$ cat config.mk
export PLATFORM = sky130hd
export DESIGN_NAME = pixel_color_effect_top_flat
export DESIGN_NICKNAME = d
export VERILOG_FILES = /design/src/hw/rtl/pce_pkg.sv /design/src/hw/rtl/pce_stream_if.sv /design/src/hw/rtl/pce_csr.sv /design/src/hw/rtl/pce_product_stage.sv /design/src/hw/rtl/pce_sum_stage.sv /design/src/hw/rtl/pce_select_stage.sv /design/src/hw/rtl/pixel_color_effect_top.sv /design/src/flat_wrapper.sv
export SDC_FILE = /design/constraint.sdc
export NUM_CORES = 1
export LEC_CHECK = 0
export ABC_AREA = 1
export BUFFER_PORTS_ARGS = -buffer_cell sky130_fd_sc_hd__buf_4
export CORE_MARGIN = 2
export CORE_UTILIZATION = 54
export DETAILED_ROUTE_END_ITERATION = 10
export HOLD_SLACK_MARGIN = 0.08
export PLACE_DENSITY_LB_ADDON = 0.25
export SYNTH_ARGS = -nofsm -noshare
export SYNTH_HDL_FRONTEND = slang
export SYNTH_SLANG_ARGS = --single-unit
$ cat constraint.sdc
create_clock -name clock -period 4.9 [get_ports clock]
set_input_delay 0.98 -clock clock [delete_from_list [all_inputs] [get_ports clock]]
set_output_delay 0.98 -clock clock [all_outputs]
set_load 0.05 [all_outputs]
$ cat src/hw/rtl/pce_pkg.sv
`default_nettype none
package pce_pkg;

   localparam int CSR_ADDR_W = 3;
   localparam logic CSR_IDX_MODE = 1'b0;

   localparam int CH_W   = 8;
   localparam int COEF_W = 12;
   localparam int PROD_W = COEF_W + CH_W;
   localparam int ACC_W  = PROD_W + 1;
   localparam int SUM_W  = CH_W + 2;
   localparam int GPROD_W = 19;

   localparam logic [CH_W-1:0] CH_MAX   = 8'd255;
   localparam logic [CH_W-1:0] TINT_G   = 8'd165;
   localparam logic [CH_W-1:0] NOIR_LVL = 8'd135;

   // Q12 sepia weights, [out channel][source channel]; channels 0 blue, 1 green, 2 red
   localparam logic [2:0][2:0][COEF_W-1:0] SEPIA_COEF = {
      {12'd1610, 12'd3150, 12'd774},
      {12'd1430, 12'd2810, 12'd688},
      {12'd1114, 12'd2187, 12'd537}
   };
   localparam logic [ACC_W-1:0] SEPIA_ROUND = 21'd2048;
   localparam int SEPIA_SHIFT = 12;

   // floor(s/3) == (s * 683) >> 11 for every s up to 765
   localparam logic [SUM_W-1:0] GRAY_RECIP = 10'd683;
   localparam int GRAY_SHIFT = 11;

   typedef enum logic [3:0] {
      MODE_INVERT    = 4'd0,
      MODE_GRAY      = 4'd1,
      MODE_SEPIA     = 4'd2,
      MODE_BW        = 4'd3,
      MODE_TINT      = 4'd4,
      MODE_RED       = 4'd5,
      MODE_GREEN     = 4'd6,
      MODE_BLUE      = 4'd7,
      MODE_YELLOW    = 4'd8,
      MODE_NOIR      = 4'd9,
      MODE_MOONLIGHT = 4'd10,
      MODE_COLORPOP  = 4'd11,
      MODE_SUNSET    = 4'd12,
      MODE_DUSK      = 4'd13
   } mode_type;

   typedef struct packed {
      logic [CH_W-1:0] blue;
      logic [CH_W-1:0] green;
      logic [CH_W-1:0] red;
      logic            last;
   } pix_type;

   typedef struct packed {
      logic [2:0][2:0][PROD_W-1:0] prod;
      logic [SUM_W-1:0]            sum;
      pix_type                     pix;
   } s1_type;

   typedef struct packed {
      logic [2:0][ACC_W-1:0] acc;
      logic [GPROD_W-1:0]    gprod;
      pix_type               pix;
   } s2_type;

endpackage
`default_nettype wire

$ cat src/hw/rtl/pce_stream_if.sv
`default_nettype none
interface pce_req_if;
   logic       valid;
   logic       ready;
   logic [7:0] blue_in;
   logic [7:0] green_in;
   logic [7:0] red_in;
   logic       last_in;

   modport source (output valid, blue_in, green_in, red_in, last_in, input ready);
   modport sink (input valid, blue_in, green_in, red_in, last_in, output ready);
endinterface

interface pce_rsp_if;
   logic       valid;
   logic       ready;
   logic [7:0] blue_out;
   logic [7:0] green_out;
   logic [7:0] red_out;
   logic       last_out;

   modport source (output valid, blue_out, green_out, red_out, last_out, input ready);
   modport sink (input valid, blue_out, green_out, red_out, last_out, output ready);
endinterface
`default_nettype wire

$ cat src/hw/rtl/pce_csr.sv
`default_nettype none
module pce_csr
   import pce_pkg::*;
(
   input  logic                  clock,
   input  logic                  reset,
   input  logic                  psel,
   input  logic                  penable,
   input  logic                  pwrite,
   input  logic [CSR_ADDR_W-1:0] paddr,
   input  logic [31:0]           pwdata,
   output logic [31:0]           prdata,
   output logic                  pready,
   output logic [3:0]            mode
);

   logic [3:0] mode_ff;
   logic       wr_en;

   assign pready = 1'b1;
   assign wr_en  = psel && penable && pwrite && (paddr[2] == CSR_IDX_MODE);
   assign mode   = mode_ff;

   always_ff @(posedge clock) begin
      if (reset) begin
         mode_ff <= 4'd0;
      end else if (wr_en) begin
         mode_ff <= pwdata[3:0];
      end
   end

   always_comb begin
      prdata = 32'd0;
      if (paddr[2] == CSR_IDX_MODE) begin
         prdata = {28'd0, mode_ff};
      end
   end

`ifndef SYNTHESIS
   a_reset_mode: assert property (@(posedge clock) reset |=> mode_ff == 4'd0)
      else $error("mode not cleared by reset");
   a_write_mode: assert property (@(posedge clock) disable iff (reset)
      wr_en |=> mode_ff == $past(pwdata[3:0]))
      else $error("mode write lost");
`endif

endmodule
`default_nettype wire

$ cat src/hw/rtl/pce_product_stage.sv
`default_nettype none
module pce_product_stage
   import pce_pkg::*;
(
   input  logic    clock,
   input  logic    reset,
   input  logic    in_valid,
   output logic    in_ready,
   input  pix_type in_pix,
   output logic    out_valid,
   input  logic    out_ready,
   output s1_type  out_data
);

   logic   valid_ff;
   s1_type data_ff;
   s1_type data_in;
   logic [2:0][CH_W-1:0] src;

   assign in_ready  = !valid_ff || out_ready;
   assign out_valid = valid_ff;
   assign out_data  = data_ff;
   assign src = {in_pix.red, in_pix.green, in_pix.blue};

   always_comb begin
      data_in.pix = in_pix;
      data_in.sum = SUM_W'(in_pix.blue) + SUM_W'(in_pix.green) + SUM_W'(in_pix.red);
      for (int c = 0; c < 3; c++) begin
         for (int s = 0; s < 3; s++) begin
            data_in.prod[c][s] = PROD_W'(SEPIA_COEF[c][s]) * PROD_W'(src[s]);
         end
      end
   end

   always_ff @(posedge clock) begin
      if (reset) begin
         valid_ff <= 1'b0;
      end else if (in_ready) begin
         valid_ff <= in_valid;
      end
   end

   always_ff @(posedge clock) begin
      if (in_valid && in_ready) begin
         data_ff <= data_in;
      end
   end

endmodule
`default_nettype wire

$ cat src/hw/rtl/pce_sum_stage.sv
`default_nettype none
module pce_sum_stage
   import pce_pkg::*;
(
   input  logic   clock,
   input  logic   reset,
   input  logic   in_valid,
   output logic   in_ready,
   input  s1_type in_data,
   output logic   out_valid,
   input  logic   out_ready,
   output s2_type out_data
);

   logic   valid_ff;
   s2_type data_ff;
   s2_type data_in;
   logic [GPROD_W-1:0] gprod_full;

   assign in_ready  = !valid_ff || out_ready;
   assign out_valid = valid_ff;
   assign out_data  = data_ff;
   assign gprod_full = GPROD_W'(in_data.sum) * GPROD_W'(GRAY_RECIP);

   always_comb begin
      data_in.pix   = in_data.pix;
      data_in.gprod = gprod_full;
      for (int c = 0; c < 3; c++) begin
         data_in.acc[c] = ACC_W'(in_data.prod[c][0]) + ACC_W'(in_data.prod[c][1])
                        + ACC_W'(in_data.prod[c][2]) + SEPIA_ROUND;
      end
   end

   always_ff @(posedge clock) begin
      if (reset) begin
         valid_ff <= 1'b0;
      end else if (in_ready) begin
         valid_ff <= in_valid;
      end
   end

   always_ff @(posedge clock) begin
      if (in_valid && in_ready) begin
         data_ff <= data_in;
      end
   end

endmodule
`default_nettype wire

$ cat src/hw/rtl/pce_select_stage.sv
`default_nettype none
module pce_select_stage
   import pce_pkg::*;
(
   input  logic       clock,
   input  logic       reset,
   input  logic [3:0] mode,
   input  logic       in_valid,
   output logic       in_ready,
   input  s2_type     in_data,
   output logic       out_valid,
   input  logic       out_ready,
   output pix_type    out_pix
);

   logic    valid_ff;
   pix_type pix_ff;
   pix_type pix_in;
   logic [2:0][CH_W-1:0] sepia;
   logic [CH_W:0]        scaled;
   logic [CH_W-1:0]      gray;
   logic [CH_W-1:0]      b, g, r;

   assign in_ready  = !valid_ff || out_ready;
   assign out_valid = valid_ff;
   assign out_pix   = pix_ff;
   assign gray = in_data.gprod[GRAY_SHIFT +: CH_W];
   assign b = in_data.pix.blue;
   assign g = in_data.pix.green;
   assign r = in_data.pix.red;

   always_comb begin
      scaled = '0;
      for (int c = 0; c < 3; c++) begin
         scaled   = in_data.acc[c][SEPIA_SHIFT +: CH_W+1];
         sepia[c] = scaled[CH_W] ? CH_MAX : scaled[CH_W-1:0];
      end
   end

   always_comb begin
      pix_in = in_data.pix;
      case (mode_type'(mode))
         MODE_INVERT: begin
            pix_in.blue  = ~b;
            pix_in.green = ~g;
            pix_in.red   = ~r;
         end
         MODE_GRAY: begin
            pix_in.blue  = gray;
            pix_in.green = gray;
            pix_in.red   = gray;
         end
         MODE_SEPIA: begin
            pix_in.blue  = sepia[0];
            pix_in.green = sepia[1];
            pix_in.red   = sepia[2];
         end
         MODE_BW: begin
            pix_in.blue  = r;
            pix_in.green = r;
         end
         MODE_TINT: begin
            pix_in.green = TINT_G;
            pix_in.red   = CH_MAX;
         end
         MODE_RED: begin
            pix_in.blue  = '0;
            pix_in.green = '0;
         end
         MODE_GREEN: begin
            pix_in.blue = '0;
            pix_in.red  = '0;
         end
         MODE_BLUE: begin
            pix_in.green = '0;
            pix_in.red   = '0;
         end
         MODE_YELLOW: begin
            pix_in.green = CH_MAX;
            pix_in.red   = CH_MAX;
         end
         MODE_NOIR: begin
            pix_in.green = NOIR_LVL;
            pix_in.red   = NOIR_LVL;
         end
         MODE_MOONLIGHT: begin
            pix_in.green = '0;
            pix_in.red   = r >> 1;
         end
         MODE_COLORPOP: begin
            pix_in.green = '0;
            pix_in.blue  = b >> 1;
         end
         MODE_SUNSET: begin
            pix_in.blue  = '0;
            pix_in.green = g >> 1;
         end
         MODE_DUSK: begin
            pix_in.red   = '0;
            pix_in.green = g >> 1;
         end
         // the two spare codes pass the pixel through
         default: pix_in = in_data.pix;
      endcase
   end

   always_ff @(posedge clock) begin
      if (reset) begin
         valid_ff <= 1'b0;
      end else if (in_ready) begin
         valid_ff <= in_valid;
      end
   end

   always_ff @(posedge clock) begin
      if (in_valid && in_ready) begin
         pix_ff <= pix_in;
      end
   end

`ifndef SYNTHESIS
   a_load_shows: assert property (@(posedge clock) disable iff (reset)
      (in_valid && in_ready) |=> valid_ff)
      else $error("loaded word not presented");
`endif

endmodule
`default_nettype wire

$ cat src/hw/rtl/pixel_color_effect_top.sv
`default_nettype none
// Per-pixel color effect on a BGR stream, one word per clock while the output is not stalled.
// Each word passes three register stages in order (constant-weight products, sepia sums and
// gray scaling, effect select with saturation), the last of which drives rsp.valid; a stalled
// output backs up stage by stage, and req.ready falls only when all three stages hold a word
// and rsp is not taken. The effect is chosen by the effect_mode register at byte address 0 of
// the APB port and must be written while the pipeline is empty.
module pixel_color_effect_top
   import pce_pkg::*;
(
   input  logic                  clock,
   input  logic                  reset,
   pce_req_if.sink               req,
   pce_rsp_if.source             rsp,
   input  logic                  psel,
   input  logic                  penable,
   input  logic                  pwrite,
   input  logic [CSR_ADDR_W-1:0] paddr,
   input  logic [31:0]           pwdata,
   output logic [31:0]           prdata,
   output logic                  pready
);

   logic [3:0] effect_mode;
   pix_type    req_pix;
   pix_type    rsp_pix;
   s1_type     s1_data;
   s2_type     s2_data;
   logic       s1_valid, s1_ready;
   logic       s2_valid, s2_ready;

   pce_csr u_csr (
      .clock   (clock),
      .reset   (reset),
      .psel    (psel),
      .penable (penable),
      .pwrite  (pwrite),
      .paddr   (paddr),
      .pwdata  (pwdata),
      .prdata  (prdata),
      .pready  (pready),
      .mode    (effect_mode)
   );

   assign req_pix.blue  = req.blue_in;
   assign req_pix.green = req.green_in;
   assign req_pix.red   = req.red_in;
   assign req_pix.last  = req.last_in;

   pce_product_stage u_product (
      .clock     (clock),
      .reset     (reset),
      .in_valid  (req.valid),
      .in_ready  (req.ready),
      .in_pix    (req_pix),
      .out_valid (s1_valid),
      .out_ready (s1_ready),
      .out_data  (s1_data)
   );

   pce_sum_stage u_sum (
      .clock     (clock),
      .reset     (reset),
      .in_valid  (s1_valid),
      .in_ready  (s1_ready),
      .in_data   (s1_data),
      .out_valid (s2_valid),
      .out_ready (s2_ready),
      .out_data  (s2_data)
   );

   pce_select_stage u_select (
      .clock     (clock),
      .reset     (reset),
      .mode      (effect_mode),
      .in_valid  (s2_valid),
      .in_ready  (s2_ready),
      .in_data   (s2_data),
      .out_valid (rsp.valid),
      .out_ready (rsp.ready),
      .out_pix   (rsp_pix)
   );

   assign rsp.blue_out  = rsp_pix.blue;
   assign rsp.green_out = rsp_pix.green;
   assign rsp.red_out   = rsp_pix.red;
   assign rsp.last_out  = rsp_pix.last;

`ifndef SYNTHESIS
   // back-pressure only when every stage is full and the output is held
   a_full_stall: assert property (@(posedge clock) disable iff (reset)
      !req.ready |-> (s1_valid && s2_valid && rsp.valid && !rsp.ready))
      else $error("input stalled with room in the pipeline");
`endif

endmodule
`default_nettype wire
$ cat src/flat_wrapper.sv
// flat-port wrapper written by rule: the top's interface ports become plain ports
module pixel_color_effect_top_flat import pce_pkg::*;
  (clock, reset, psel, penable, pwrite, paddr, pwdata, prdata, pready, req_valid, req_blue_in, req_green_in, req_red_in, req_last_in, req_ready, rsp_valid, rsp_blue_out, rsp_green_out, rsp_red_out, rsp_last_out, rsp_ready);
  pce_req_if req_i ();
  pce_rsp_if rsp_i ();
  input  logic clock;
  input  logic reset;
  input  logic psel;
  input  logic penable;
  input  logic pwrite;
  input  logic [CSR_ADDR_W-1:0] paddr;
  input  logic [31:0] pwdata;
  output logic [31:0] prdata;
  output logic pready;
  input wire logic [$bits(req_i.valid)-1:0] req_valid;
  input wire logic [$bits(req_i.blue_in)-1:0] req_blue_in;
  input wire logic [$bits(req_i.green_in)-1:0] req_green_in;
  input wire logic [$bits(req_i.red_in)-1:0] req_red_in;
  input wire logic [$bits(req_i.last_in)-1:0] req_last_in;
  output wire logic [$bits(req_i.ready)-1:0] req_ready;
  output wire logic [$bits(rsp_i.valid)-1:0] rsp_valid;
  output wire logic [$bits(rsp_i.blue_out)-1:0] rsp_blue_out;
  output wire logic [$bits(rsp_i.green_out)-1:0] rsp_green_out;
  output wire logic [$bits(rsp_i.red_out)-1:0] rsp_red_out;
  output wire logic [$bits(rsp_i.last_out)-1:0] rsp_last_out;
  input wire logic [$bits(rsp_i.ready)-1:0] rsp_ready;
  assign req_i.valid = req_valid;
  assign req_i.blue_in = req_blue_in;
  assign req_i.green_in = req_green_in;
  assign req_i.red_in = req_red_in;
  assign req_i.last_in = req_last_in;
  assign req_ready = req_i.ready;
  assign rsp_valid = rsp_i.valid;
  assign rsp_blue_out = rsp_i.blue_out;
  assign rsp_green_out = rsp_i.green_out;
  assign rsp_red_out = rsp_i.red_out;
  assign rsp_last_out = rsp_i.last_out;
  assign rsp_i.ready = rsp_ready;
  pixel_color_effect_top u_core (.clock(clock), .reset(reset), .req(req_i), .rsp(rsp_i), .psel(psel), .penable(penable), .pwrite(pwrite), .paddr(paddr), .pwdata(pwdata), .prdata(prdata), .pready(pready));
endmodule
==> flow_summary.json <==
{
  "status": "completed",
  "crit_buf_inv": 3,
  "fin_nets": 3760,
  "critPathCaptureType": "flop",
  "syn-instance-count": 2889,
  "yosysMostFrequentCell": "nand2_1",
  "slowest_stage": "fa_1",
  "postRouteAntennaNets": 0,
  "crit_path_max_incr_delay_ps": 540,
  "dp_hpwl_um": 58000,
  "grt_pass1_vias": 20475,
  "initial_core_util_pct": 54.9,
  "synthTopCellsByArea": "edfxtp_1 29%, ha_1 24%, fa_1 13%",
  "vias_per_cell": 5.48,
  "first_pass_iters": 5,
  "dp_cells": 3638,
  "power_density_nw_per_um2": 715,
  "worstSetupStartpointType": "flop",
  "required_ps": 5260,
  "drc": 0,
  "crit_family": "adder cells",
  "cts_tree": "yes",
  "power_frac_seq_pct": 19.8,
  "insertion_delay_ps": 600,
  "floorplan.die_area_um2": 51800,
  "critPathMaxFanout": 4,
  "final.fill_count": 4289,
  "ioPinCount": 127,
  "final_cells": 3692,
  "period_needed_ps": 4330,
  "post_cts_resized": 0,
  "vias": 20223,
  "synth_top_cell_area_share_pct": 29.3,
  "cts_buffers": 31,
  "clock_sinks": 270,
  "critPathKind": "reg -> reg",
  "cts-root-buf": "clkbuf_16",
  "dpl_cell_area_um2": 28400,
  "synth_area_per_cell_um2": 9.34,
  "antenna_found_initial": 1,
  "cts_max_level": 1,
  "finalHoldWorstSlack_ps": 414,
  "power_mw": 21.0,
  "gr-total-overflow": 0,
  "slew_violations": 0,
  "area_delta_synth_final_pct": 9.14,
  "ys_types": 41,
  "pre_cts_ws_ps": 64.7,
  "setup_viol": 0,
  "hold_viol_final": 0,
  "grt_max_degree": 179,
  "slew_headroom_pct": 30.9,
  "worstHoldPathType": "reg -> reg",
  "synth_top_cell_by_area": "edfxtp_1",
  "grt_first_pass_wirelength_um": 110000,
  "drt_iter0_drc": 1368,
  "layout_setup_ws_ps": 567,
  "final_cell_area_um2": 29400,
  "power_switching_mw": 10.6,
  "hold_buffers": 0,
  "clock_power_share_pct": 11.6,
  "crit_chain": "ha_1, ha_1, fa_1, fa_1, inv_1, fa_1, inv_1, ha_1, nand2_1, inv_1, nand2_1, nand3_1, a21oi_1, nand2_1, nand2_1, nand2_1, nand2_1, nand2_1",
  "grt_setup_unrepaired": "no",
  "synth_edf_count": 263,
  "switching_share_pct": 50.3,
  "cp_common_cell": "nand2_1",
  "synthFlopType": "edfxtp_1",
  "vdd_ir_drop_max_mv": 0.779,
  "gp_congestion": 0.977,
  "maxCapViolCount": 0,
  "wl_per_cell_um": 18.8,
  "routed_wl_um": 69500,
  "track_usage_pct": 27.9,
  "n_antenna_cell": 0,
  "clk_pin_slew_ps": 60,
  "fin_setup_tns_ps": 0,
  "postCtsSetupBuffers": 0,
  "synth_common_cells": "512 x nand2_1, 510 x ha_1, 464 x inv_1, 263 x edfxtp_1, 219 x nor2_1",
  "async_flop_share_pct": 0,
  "die_w_um": 228,
  "power_frac_comb_pct": 68.6,
  "yosysSeqAreaShare_pct": 29.8,
  "utilization_pct": 59.9,
  "syn_area_um2": 27000,
  "io_buffer_count": 67,
  "rows": 81,
  "drive_gt1_share_pct": 5.02,
  "tightest_slew_ps": 1040,
  "fmax_ghz": 0.231,
  "yosysWarnings": 0,
  "finalCritPeriodShare_pct": 88.4,
  "clock_skew_ps": 20.2,
  "die_h_um": 228,
  "leakagePower_nw": 14.9,
  "ys_ff_latch": 270,
  "core-area_um2": 49200,
  "crit_arrival_ps": 4690,
  "cts.path.max_buffers": 3,
  "p_int_mw": 10.4
}
layer usage:
layer	vias to the layer above	global-route usage (%)	share of wire (%)
met3	126	2.99	4.8
met2	522	48.1	48
li1	9906	-	-
met1	9667	36.8	44
met5	-	0	0.019
met4	2	8.98	3.5
final timing paths:
check                                                              from                             endpoint  slack (ps)  cells after the start
worst max-delay path            u_core.u_product.out_data[31]$_DFFE_PP_  u_core.u_sum.out_data[43]$_DFFE_PP_         570                     18
worst min-delay path             u_core.u_product.out_data[3]$_DFFE_PP_   u_core.u_sum.out_data[3]$_DFFE_PP_         410                      0
worst max register to register  u_core.u_product.out_data[31]$_DFFE_PP_  u_core.u_sum.out_data[43]$_DFFE_PP_         570                     18
worst min register to register   u_core.u_product.out_data[3]$_DFFE_PP_   u_core.u_sum.out_data[3]$_DFFE_PP_         410                      0
placed cells by master, fill, tap and decap left out, drive strengths merged, types with 34 or more instances in the layout:
| cell type | instances |
|---|---|
| nand2 | 514 |
| ha | 510 |
| inv | 468 |
| edfxtp | 263 |
| nor2 | 220 |
| a21oi | 179 |
| fa | 176 |
| nand3 | 147 |
| buf | 92 |
| xor2 | 91 |
| o21ai | 73 |
| clkbuf | 34 |
power groups by stage:
stage / logic, mW / registers (mW) / clock network, mW
3_5_place_dp: 14.2 / 4.22 / 0
3_3_place_gp: 14.1 / 4.21 / 0
2_1_floorplan: 10.4 / 4.04 / 0
4_1_cts: 14.4 / 4.18 / 2.48
6_report: 14.4 / 4.16 / 2.44
5_1_grt: 16.6 / 4.21 / 2.56
layout make-up:
| class | count | area, µm² | share of cell area, % |
|---|---|---|---|
| inverters | 465 | 1750 | 5.94 |
| well taps | 664 | 831 | 2.82 |
| multi-input cells | 2147 | 17100 | 57.9 |
| flip-flops and latches | 270 | 8040 | 27.3 |
| repair buffers | 92 | 703 | 2.39 |
| clock buffers | 34 | 787 | 2.67 |
| clock inverters | 20 | 278 | 0.943 |
kinds of logic after synthesis:
group / after synthesis / share of synthesized area (%)
AND/OR/NAND/NOR: 954 / 14.6
adder cells (fa/ha/maj): 686 / 36.7
buffers and inverters: 499 / 7.37
AO/OA/AOI/OAI: 358 / 7.64
flip-flops: 270 / 29.8
XOR/XNOR: 120 / 3.90
other: 2 / 0.0278
registers in the layout, indices dropped and copies added (netlist names):
name,flops
u_core.u_product.out_data,178
u_core.u_product.out_valid,1
u_core.u_select.out_pix,25
u_core.u_sum.out_data,60
u_core.u_csr.mode,4
u_core.u_select.out_valid,1
u_core.u_sum.out_valid,1
Note: power is estimated with default switching activity, not from simulation.
